File: src/design/sbs_pkg.sv
`default_nettype none
// ----------------------------------------------------------------------------
// sbs_pkg
// Shared types and constants of the sorted table binary search unit.
// ----------------------------------------------------------------------------
package sbs_pkg;

	localparam int TABLE_DEPTH_DEF = 1024;
	localparam int COUNT_W         = 11;
	localparam int INDEX_W         = 10;
	localparam int VALUE_W         = 32;
	localparam int POS_W           = 10;

	localparam logic OP_WRITE  = 1'b0;
	localparam logic OP_SEARCH = 1'b1;

	typedef struct packed {
		logic                      opcode;
		logic [INDEX_W-1:0]        entry_index;
		logic signed [VALUE_W-1:0] item_value;
	} in_item_t;

	typedef struct packed {
		logic             found;
		logic [POS_W-1:0] position;
	} out_item_t;

	typedef struct packed {
		logic load;
		logic mem_wr;
		logic rd_en;
		logic narrow;
		logic res_load;
		logic res_found;
	} sbs_cmd_t;

	typedef struct packed {
		logic wr_ok;
		logic empty;
		logic key_eq;
	} sbs_status_t;

endpackage
`default_nettype wire

File: src/design/sbs_ctrl.sv
`default_nettype none
// ----------------------------------------------------------------------------
// sbs_ctrl
// Controller: accepts transactions, sequences the probes, owns result valid.
// ----------------------------------------------------------------------------
module sbs_ctrl (
	input  wire                       clk,
	input  wire                       arst_n,
	input  wire                       in_valid,
	output logic                      in_ready,
	input  wire                       in_opcode,
	output logic                      out_valid,
	input  wire                       out_ready,
	input  wire sbs_pkg::sbs_status_t status,
	output sbs_pkg::sbs_cmd_t         cmd
);
	import sbs_pkg::*;

	typedef enum logic [2:0] {
		ST_IDLE  = 3'b001,
		ST_PROBE = 3'b010,
		ST_CMP   = 3'b100
	} state_t;

	state_t state_q, state_d;
	logic   out_valid_q;
	logic   slot_free;
	logic   in_acc;

	assign in_ready  = (state_q == ST_IDLE);
	assign in_acc    = in_valid && in_ready;
	assign slot_free = !out_valid_q || out_ready;
	assign out_valid = out_valid_q;

	always_comb begin
		state_d = state_q;
		cmd     = '0;
		unique case (state_q)
			ST_IDLE: begin
				if (in_acc) begin
					if (in_opcode == OP_SEARCH) begin
						cmd.load = 1'b1;
						state_d  = ST_PROBE;
					end else begin
						cmd.mem_wr = status.wr_ok;
					end
				end
			end
			ST_PROBE: begin
				if (status.empty) begin
					if (slot_free) begin
						cmd.res_load = 1'b1;
						state_d      = ST_IDLE;
					end
				end else begin
					cmd.rd_en = 1'b1;
					state_d   = ST_CMP;
				end
			end
			ST_CMP: begin
				if (status.key_eq) begin
					if (slot_free) begin
						cmd.res_load  = 1'b1;
						cmd.res_found = 1'b1;
						state_d       = ST_IDLE;
					end
				end else begin
					cmd.narrow = 1'b1;
					state_d    = ST_PROBE;
				end
			end
			default: state_d = ST_IDLE;
		endcase
	end

	always_ff @(posedge clk or negedge arst_n) begin
		if (!arst_n) begin
			state_q     <= ST_IDLE;
			out_valid_q <= 1'b0;
		end else begin
			state_q <= state_d;
			if (cmd.res_load) begin
				out_valid_q <= 1'b1;
			end else if (out_ready) begin
				out_valid_q <= 1'b0;
			end
		end
	end

endmodule
`default_nettype wire

File: config.mk
export PLATFORM = sky130hd
export DESIGN_NAME = sbs_ctrl
export DESIGN_NICKNAME = d
export VERILOG_FILES = /design/src/design/sbs_pkg.sv /design/src/design/sbs_ctrl.sv
export SDC_FILE = /design/constraint.sdc
export NUM_CORES = 1
export LEC_CHECK = 0
export BUFFER_PORTS_ARGS = -buffer_cell sky130_fd_sc_hd__buf_2
export CORE_AREA = 10 10 47 49
export DETAILED_ROUTE_END_ITERATION = 10
export DIE_AREA = 0 0 57 59
export PLACE_DENSITY = 0.45
export SLEW_MARGIN = 20
export SYNTH_ARGS = -nofsm -noshare
export SYNTH_HDL_FRONTEND = slang
export SYNTH_SLANG_ARGS = --single-unit
export TNS_END_PERCENT = 50
File: constraint.sdc
create_clock -name clk -period 2.6 [get_ports clk]
set_input_delay 0.26 -clock clk [delete_from_list [all_inputs] [get_ports clk]]
set_output_delay 0.26 -clock clk [all_outputs]
set_load 0.05 [all_outputs]
After elaboration in Yosys (flattened, before gate mapping):

Cells that the tools add are included.

* flip-flop bits (word level): 4
* output and inout port bits: 8
* word-level logic and storage cells: 34

* mux-type cells: 22
* equal/unequal tests: 5
* reduce and logical (&&, ||, !) cells: 5

Operator list (count)
* 3-bit 2-to-1 mux: 5
* 1-bit 2-to-1 mux: 11
* 3-bit case mux with 3 select lines: 1
* 2-bit 2-to-1 mux: 4
* 2-bit by 1-bit != test with 1-bit output (second input constant): 2
* 3-bit by 1-bit == test with 1-bit output (second input constant): 1
* 3-bit by 2-bit == test with 1-bit output (second input constant): 1
* 3-bit == test (second input constant): 1
* 1-bit case mux with 2 select lines: 1
* 2-bit AND reduction: 1
* 2-bit nonzero test: 1
* 1-bit logical AND: 1
* 1-bit logical NOT: 1
* 1-bit logical OR: 1

Logic depth before layout (Yosys ltp):

Gate-level depths: netlist (run 1).

* word-level depth: 6
* gate-level depth with buffers: 3
* depth with buffers taken out: 3

Worst setup path after synthesis (run 1):

No wires, ideal clock.

* path kind: reg2reg
* start: register state_q[1]
* end: register state_q[1]
* path buffers: 0
* path slack: 0.132 ns
* clock period less this slack: 2.468 ns
* cell stages (with the launch flop): 4
* arrival time: 2.391 ns
* cell sequence: dfrtp_1 -> nor4b_1 -> nor2_1 -> a21boi_1

* longest elaborated chain between the ends: 4
* elaborated cells between the ends (all ways): 11

RTL lines
* start, declared: RTL line sbs_ctrl.sv:25 `state_t state_q, state_d;`
* start signal, assigned: RTL line sbs_ctrl.sv:81 `state_q <= state_d;`
* 3-bit by 1-bit == test with 1-bit output: RTL line sbs_ctrl.sv:30, sbs_ctrl.sv:38
* 1-bit logical AND: RTL line sbs_ctrl.sv:31 `assign in_acc = in_valid && in_ready;`
* 2-bit by 1-bit != test with 1-bit output (no line)
* 2-bit AND reduction (no line)

Several ways; a longest one is shown, not always the timed one.
A chain may end at the register's enable or synchronous reset.

==> qor.yml, run 1 <==
placed_cell_area_um2: 362
power_leakage_nw: 0.208
finalNonFillerCells: 65
peakVddDrop_mv: 0.241
drt_iter0_drc: 10
hold_viol: 0
num_rows: 14
drt-pass1-iter-count: 4
port-buffer-count: 15
dp_hpwl_um: 663
pin_count: 16
post-place-ws_ps: 1020
fin_crit_sh_pct: 69.9
grt_pass1_wl_mm: 1.29
hold_path.class: "in -> reg"
synth_enable_flop_cells: 0
vias_per_cell: 4.55
end_kind: "output pin"
drtAntennaViolNets: 0
pwr-share-clk_pct: 28.5
finalWirelength_um: 800
async_flop_share_pct: 100
worst_pin_slew_ps: 359
utilization_pct: 28.4
synth_area_per_cell_um2: 9.19
max_stage_delay_ps: 580
synthTopCellsByArea: "dfrtp_1 28%, dfstp_2 9.9%, and4b_1 7.5%, nor2_1 5.6%, and4bb_2 4.7%"
fin_crit_ps: 1820
final_cell_area_um2: 398
p_total_uw: 291
routabilityCongestion: 0.731
num_vias: 296
arrival_ps: 1560
pwr-share-comb_pct: 39.6
timing.fmax_mhz: 551
clock-sinks: 4
seqCellArea_um2: 101
route.detailed.drc: 0
synth_area_um2: 267
required_ps: 2340
setup_ws_ps: 784
setup_violations: 0
die_w_um: 57
antenna_found_initial: 0
cts_buffers: 3
cts.path.max_buffers: 2
ys_types: 20
yosysMostFrequentCell: "nor2_1"
yosys_register_bits: 4
setup_tns_ps: 0
grt_overflow: 0
max-slew-margin-rel_pct: 75.8
seq_area_frac_synth_pct: 38.0
yosysWarnings: 0
clockRootBuffer: "clkbuf_4"
swShare_pct: 41.6
synth_largest_area_cell: "dfrtp_1"
p_int_uw: 170
clk_latency_ps: 240
grt_max_degree: 10
synth_ff_type: "dfrtp_1"
switchingPower_uw: 121
die_h_um: 59
drive_gt1_share_pct: 42.9
critPathLaunchType: "flop"
crit_chain: "nor3b_2, and4b_1, buf_2"
cp_max_fo: 9
clk_pin_slew_ps: 40
worstSetupPathType: "reg -> out"
cp_slowest_cell: "dfstp_2"
nNetsFinal: 58
whs_ps: 328
die-area_um2: 3360
htreeDepth: 1
synth_common_cells: "4 x nor2_1, 3 x dfrtp_1"
status: "complete, no violations"
area_growth_pct: 49.3
cap_viol_max_count: 0
synth_fp_nets: 37
initial_core_util_pct: 19.0
finClkSkew_ps: 6.29
maxSlewViolCount: 0
grt_usage_pct: 4.85
synth_top_area_share_pct: 28.2
grt_pass1_vias: 308
coreArea_um2: 1400
synth_cells: 29
wl_per_cell_um: 12.3
n_fill_cell: 162
multi_input_area_um2: 161
diodes: 0
dp_cells: 60
seq_power_share_pct: 31.9
rsz0062_at_grt: "false"
powerDensity_nw_per_um2: 731
cts_tree: "done"
## worst paths after layout
path	start	end	slack (ps)	depth (start not counted)
min in group asynchronous	arst_n	state_q[1]	350	2
min	status[0]	out_valid	330	3
min reg2reg	out_valid	out_valid	550	2
max in group asynchronous	arst_n	state_q[0]	2040	2
max reg2reg	state_q[2]	state_q[1]	1330	3
max	state_q[0]	cmd[4]	780	3
## logic make-up (layout without fill, tap and decap cells)
| family | after synthesis | in the layout | share of synthesized area [%] |
|---|---|---|---|
| AO/OA/AOI/OAI | 6 | 6 | 15.0 |
| buffers and inverters | 1 | 21 | 1.41 |
| flip-flops | 4 | 4 | 38.0 |
| AND/OR/NAND/NOR | 18 | 18 | 45.5 |
## registers in the layout, summed over array words and instances (netlist names)
| register | cells |
|---|---|
| out_valid | 1 |
| state_q | 3 |
## power groups by stage
stage	sequential, mW	combinational (mW)	clock [mW]
after floorplan	0.0944	0.0816	0
after global placement	0.0929	0.114	0
after detailed placement	0.0930	0.115	0
after CTS	0.0923	0.116	0.0879
after global routing	0.0956	0.123	0.0957
final	0.0928	0.115	0.0830
## final cells by class
| cell class | count | area share, % |
|---|---|---|
| inverter | 1 | 0.943 |
| sequential | 4 | 25.5 |
| multi-input combinational | 24 | 40.6 |
| clock buffer | 4 | 6.60 |
| tap | 16 | 5.03 |
| timing repair buffer | 16 | 21.4 |
## metal layers
layer	GRT usage (%)	wire length, um
met5	0	0
met4	5.37	9
met3	3.22	103
met2	5.27	302
met1	5.62	384
## cells in the final DEF (no fill, tap or decap), drive strengths merged
| master | instances |
|---|---|
| dlygate4sd3 | 1 |
| nor3b | 1 |
| and4bb | 1 |
| buf | 15 |
| nand3 | 1 |
| o31a | 1 |
| inv | 1 |
| nor2b | 2 |
| o21bai | 1 |
| clkbuf | 4 |
| dfstp | 1 |
| a31oi | 1 |
| or4 | 1 |
| dfrtp | 3 |
| o21ai | 2 |
| and3 | 1 |
| nand2 | 1 |
| nor2 | 4 |
| nand2b | 2 |
| a21boi | 1 |
| and4b | 2 |
| nor3 | 1 |
| nor4b | 1 |
## timing repair
item	4_1_cts	5_1_grt
setup buffers	0	0
hold buffers	1	0
hold endpoints to repair	3	0
gates resized for setup	0	0
## critical path, delay by kind of cell, from the launching register on
family	cells	cell delay (ps)
buffers and inverters	1	260
DFF	1	580
and+or+nand+nor	2	480
Power figures use the tool's default switching activity.
==> inputs of run 2 (changes only) <==
ABC_AREA = 1   (was not set)
PLACE_DENSITY = 0.47   (was 0.45)
clock period = 1.82 ns   (was 2.6 ns; I/O delays follow)
==> qor.yml, run 2 <==
setup_violations: 0
ys_types: 13
ff2ff_setup_slack_ps: 700
powerDensity_nw_per_um2: 1470
num_vias: 310
area_growth_pct: 44.7
whs_ps: 182
maxSlewViolCount: 0
grt_max_degree: 6
status: "complete, no violations"
hold_viol: 0
rr_endpoint: "state_q[1]"
num_rows: 14
end_kind: "output pin"
initial_core_util_pct: 21.0
die_w_um: 57
mostFrequentLayoutCell: "buf_2"
vias_per_cell: 3.92
grt_usage_pct: 4.58
power_leakage_nw: 0.287
rr_startpoint: "state_q[0]"
drt_iter0_drc: 0
required_ps: 1640
clk_pin_slew_ps: 40
die-area_um2: 3360
crit_end: "cmd[1]"
clock-sinks: 4
clk_latency_ps: 230
clockRootBuffer: "clkbuf_4"
critPathLaunchType: "flop"
yosysMostFrequentCell: "inv_1"
post_cts_resized: 0
grt_pass1_wl_mm: 1.26
layout_common_cells: "15 x buf_2, 11 x inv_1, 10 x nand2_1"
yosysWarnings: 0
worst_pin_slew_ps: 255
finalNonFillerCells: 79
synth_largest_area_cell: "dfrtp_1"
pin_count: 16
route.detailed.drc: 0
drtAntennaViolNets: 0
drt-pass1-iter-count: 1
cts_tree: "done"
synthTopCellsByArea: "dfrtp_1 26%, inv_1 14%, nand2_1 13%, dfstp_2 8.9%, nand3_2 6.8%"
hold_path.class: "in -> reg"
port-buffer-count: 15
startpoint: "state_q[1]"
cts.path.max_buffers: 2
synth_ff_type: "dfrtp_1"
postCtsSetupRepairBufs: 0
arrival_ps: 1450
wl_per_cell_um: 8.80
synth_area_per_cell_um2: 6.84
fin_crit_ps: 1630
yosys_register_bits: 4
diodes: 0
seq_area_frac_synth_pct: 34.5
finClkSkew_ps: 2.99
worstSetupPathType: "reg -> out"
dp_cells: 74
dp_hpwl_um: 618
ff2ff_path_depth: 7
timing.fmax_mhz: 614
top_register: "state_q"
synth_common_cells: "11 x inv_1, 10 x nand2_1, 5 x nor2_1"
ctsHoldBuffers: 1
grt_overflow: 0
async_flop_share_pct: 100
drive_gt1_share_pct: 44.4
synth_area_um2: 294
grt_pass1_vias: 328
synth_fp_nets: 51
antenna_found_initial: 0
cp_max_fo: 4
htreeDepth: 1
synth_enable_flop_cells: 0
synth_top_area_share_pct: 25.5
coreArea_um2: 1400
synth_cells: 43
cap_viol_max_count: 0
peakVddDrop_mv: 0.640
rsz0062_at_grt: "false"
routabilityCongestion: 0.700
setup_tns_ps: 0
nNetsFinal: 72
cts_buffers: 3
finalWirelength_um: 695
max-slew-margin-rel_pct: 83.1
fin_crit_sh_pct: 89.5
die_h_um: 59
largest_reg_flops: 3
-- run 2: where the power goes --
part	switching, mW	leakage, nW	total (mW)	internal [mW]
logic	0.249	0.221	0.342	0.0928
registers	0.0376	0.0506	0.166	0.128
clock network	0.0366	0.0150	0.119	0.0823
-- run 2: layout make-up --
type                            count  area (um2)
Clock buffer                        4        26.3
Fill cell                         166         976
Inverter                           13        48.8
Multi-Input combinational cell     26         144
Sequential cell                     4         101
Tap cell                           16        20.0
Timing Repair Buffer               16        85.1
-- run 2: worst max-delay path, stage by stage (launching register included) --
cell,delay (ps)
dfrtp_1,430
nor3_4,250
nand2_2,100
o21ai_2,70
nand2_2,70
inv_1,50
buf_2,250
-- run 2: worst min path at each step --
stage	start	slack, ps	depth (start not counted)	to
final	status[1]	180	2	state_q[2]
after detailed placement	arst_n	-8	1	state_q[2]
after floorplan	arst_n	-110	0	out_valid
after global routing	status[1]	200	2	state_q[2]
after global placement	arst_n	-9	1	state_q[1]
after CTS	status[1]	180	2	state_q[2]
-- run 2: metrics by stage --
step                utilization [%]  worst slack (ps)  power [mW]  cell area, um2
global placement               27.8               428       0.517             389
global route                   30.4              60.9       0.691             425
finish                         30.4               192       0.626             425
detailed placement             27.8               425       0.515             389
floorplan                         -              13.9       0.437             294
CTS                            30.4               169       0.641             425
-- run 2: routing by layer --
metal | vias to the layer above | part of all wire [%] | track usage, %
met5 | - | 0 | 0
met4 | 0 | 0 | 1.01
met3 | 0 | 8.9 | 3.43
met2 | 8 | 56 | 8.84
met1 | 135 | 35 | 3.57
li1 | 167 | - | -
-- run 2: logic make-up after synthesis --
logic type | after synthesis | synth area share, %
compound gates | 3 | 7.66
simple gates | 23 | 41.3
buf+inv | 13 | 16.6
flops | 4 | 34.5
==> inputs of run 3 (changes only) <==
==> constraint.sdc (replaced) <==
create_clock -name clk -period 1.82 [get_ports clk]
set_input_delay 0.091 -clock clk [delete_from_list [all_inputs] [get_ports clk]]
set_output_delay 0.091 -clock clk [all_outputs]
set_load 0.05 [all_outputs]
==> qor.yml, run 3 (synthesized netlist as in run 2, its figures left out) <==
status: "complete, no violations"
drtAntennaViolNets: 0
dp_hpwl_um: 617
cap_viol_max_count: 0
drive_gt1_share_pct: 44.4
peakVddDrop_mv: 0.648
area_growth_pct: 44.7
antenna_found_initial: 0
utilization_pct: 30.4
setup_violations: 0
final_cell_area_um2: 425
vias_per_cell: 3.89
finalNonFillerCells: 79
die_w_um: 57
critPathTopFamily: "flip-flops"
num_rows: 14
dp_cells: 74
required_ps: 1730
initial_core_util_pct: 21.0
wl_per_cell_um: 9.04
port-buffer-count: 15
layout_common_cells: "15 x buf_2, 11 x inv_1, 10 x nand2_1"
rr_startpoint: "state_q[0]"
crit_chain: "nor3_4, nand2_2, o21ai_2, nand2_2, inv_1, buf_2"
worst-path-buf-inv: 2
clk_latency_ps: 230
maxSlewViolCount: 0
postCtsSetupRepairBufs: 0
fin_crit_ps: 1550
hold_path.class: "in -> reg"
powerDensity_nw_per_um2: 1480
cp_max_fo: 4
largest_reg_flops: 3
timing.fmax_mhz: 645
arrival_ps: 1460
max_stage_delay_ps: 440
finClkSkew_ps: 0.598
placed_cell_area_um2: 389
cts_tree: "done"
grt_pass1_vias: 333
nNetsFinal: 72
worst_pin_slew_ps: 255
hold_viol: 0
clock-sinks: 4
p_total_uw: 631
cts.path.max_buffers: 2
end_kind: "output pin"
whs_ps: 95.8
rsz0062_at_grt: "false"
grt_max_degree: 6
num_vias: 307
routabilityCongestion: 0.748
drt-pass1-iter-count: 4
die-area_um2: 3360
cts_buffers: 3
coreArea_um2: 1400
power_leakage_nw: 0.287
setup_ws_ps: 269
mostFrequentLayoutCell: "buf_2"
cp_slowest_cell: "dfrtp_1"
max-slew-margin-rel_pct: 83.1
cp_common_cell: "nand2_2"
die_h_um: 59
worst_hold_startpoint: "status[1]"
diodes: 0
route.detailed.drc: 0
clockRootBuffer: "clkbuf_4"
setup_tns_ps: 0
grt_overflow: 0
clk_pin_slew_ps: 40
post-place-ws_ps: 508
grt_pass1_wl_mm: 1.26
htreeDepth: 1
top_register: "state_q"
grt_usage_pct: 4.54
drt_iter0_drc: 5
finalWirelength_um: 714
fin_crit_sh_pct: 85.2
critPathLaunchType: "flop"
ctsHoldBuffers: 1
post_cts_resized: 0
startpoint: "state_q[1]"
pin_count: 16
worstSetupPathType: "reg -> out"
-- run 3: cell counts in the layout (fill, tap and decap cells not counted) --
No cell type changed its count.
-- run 3: cell type report --
| class | count | area (um2) |
|---|---|---|
| Fill cell | 163 | 976 |
| Multi-Input combinational cell | 26 | 144 |
| Sequential cell | 4 | 101 |
| Timing Repair Buffer | 16 | 85.1 |
| Inverter | 13 | 48.8 |
| Clock buffer | 4 | 26.3 |
| Tap cell | 16 | 20.0 |
-- run 3: worst register-to-register path: stages, from the launching register on --
cell,delay [ps]
dfstp_2,560
inv_1,60
nand3_2,120
inv_1,50
nand2_1,60
nand3_1,60
nand2_1,60
inv_1,40
-- run 3: final timing paths --
path                                    to  slack, ps  cells after the start
worst max-delay path                cmd[1]        270                      6
min in group asynchronous       state_q[1]        190                      2
worst min-delay path            state_q[2]        100                      2
max in group asynchronous       state_q[0]       1430                      2
worst max register to register  state_q[1]        700                      7
worst min register to register   out_valid        610                      2
-- run 3: layer usage --
layer / track usage (%) / routed length (um) / vias up
met1: 3.92 / 279 / 131
met4: 0 / 0 / 0
met3: 3.43 / 42 / 0
li1: - / - / 168
met2: 8.68 / 392 / 8
met5: 0 / 0 / -
-- run 3: power breakdown --
| part | switching [mW] | internal, mW |
|---|---|---|
| registers | 0.0377 | 0.128 |
| clock network | 0.0392 | 0.0825 |
| logic | 0.251 | 0.0928 |
| total | 0.328 | 0.303 |
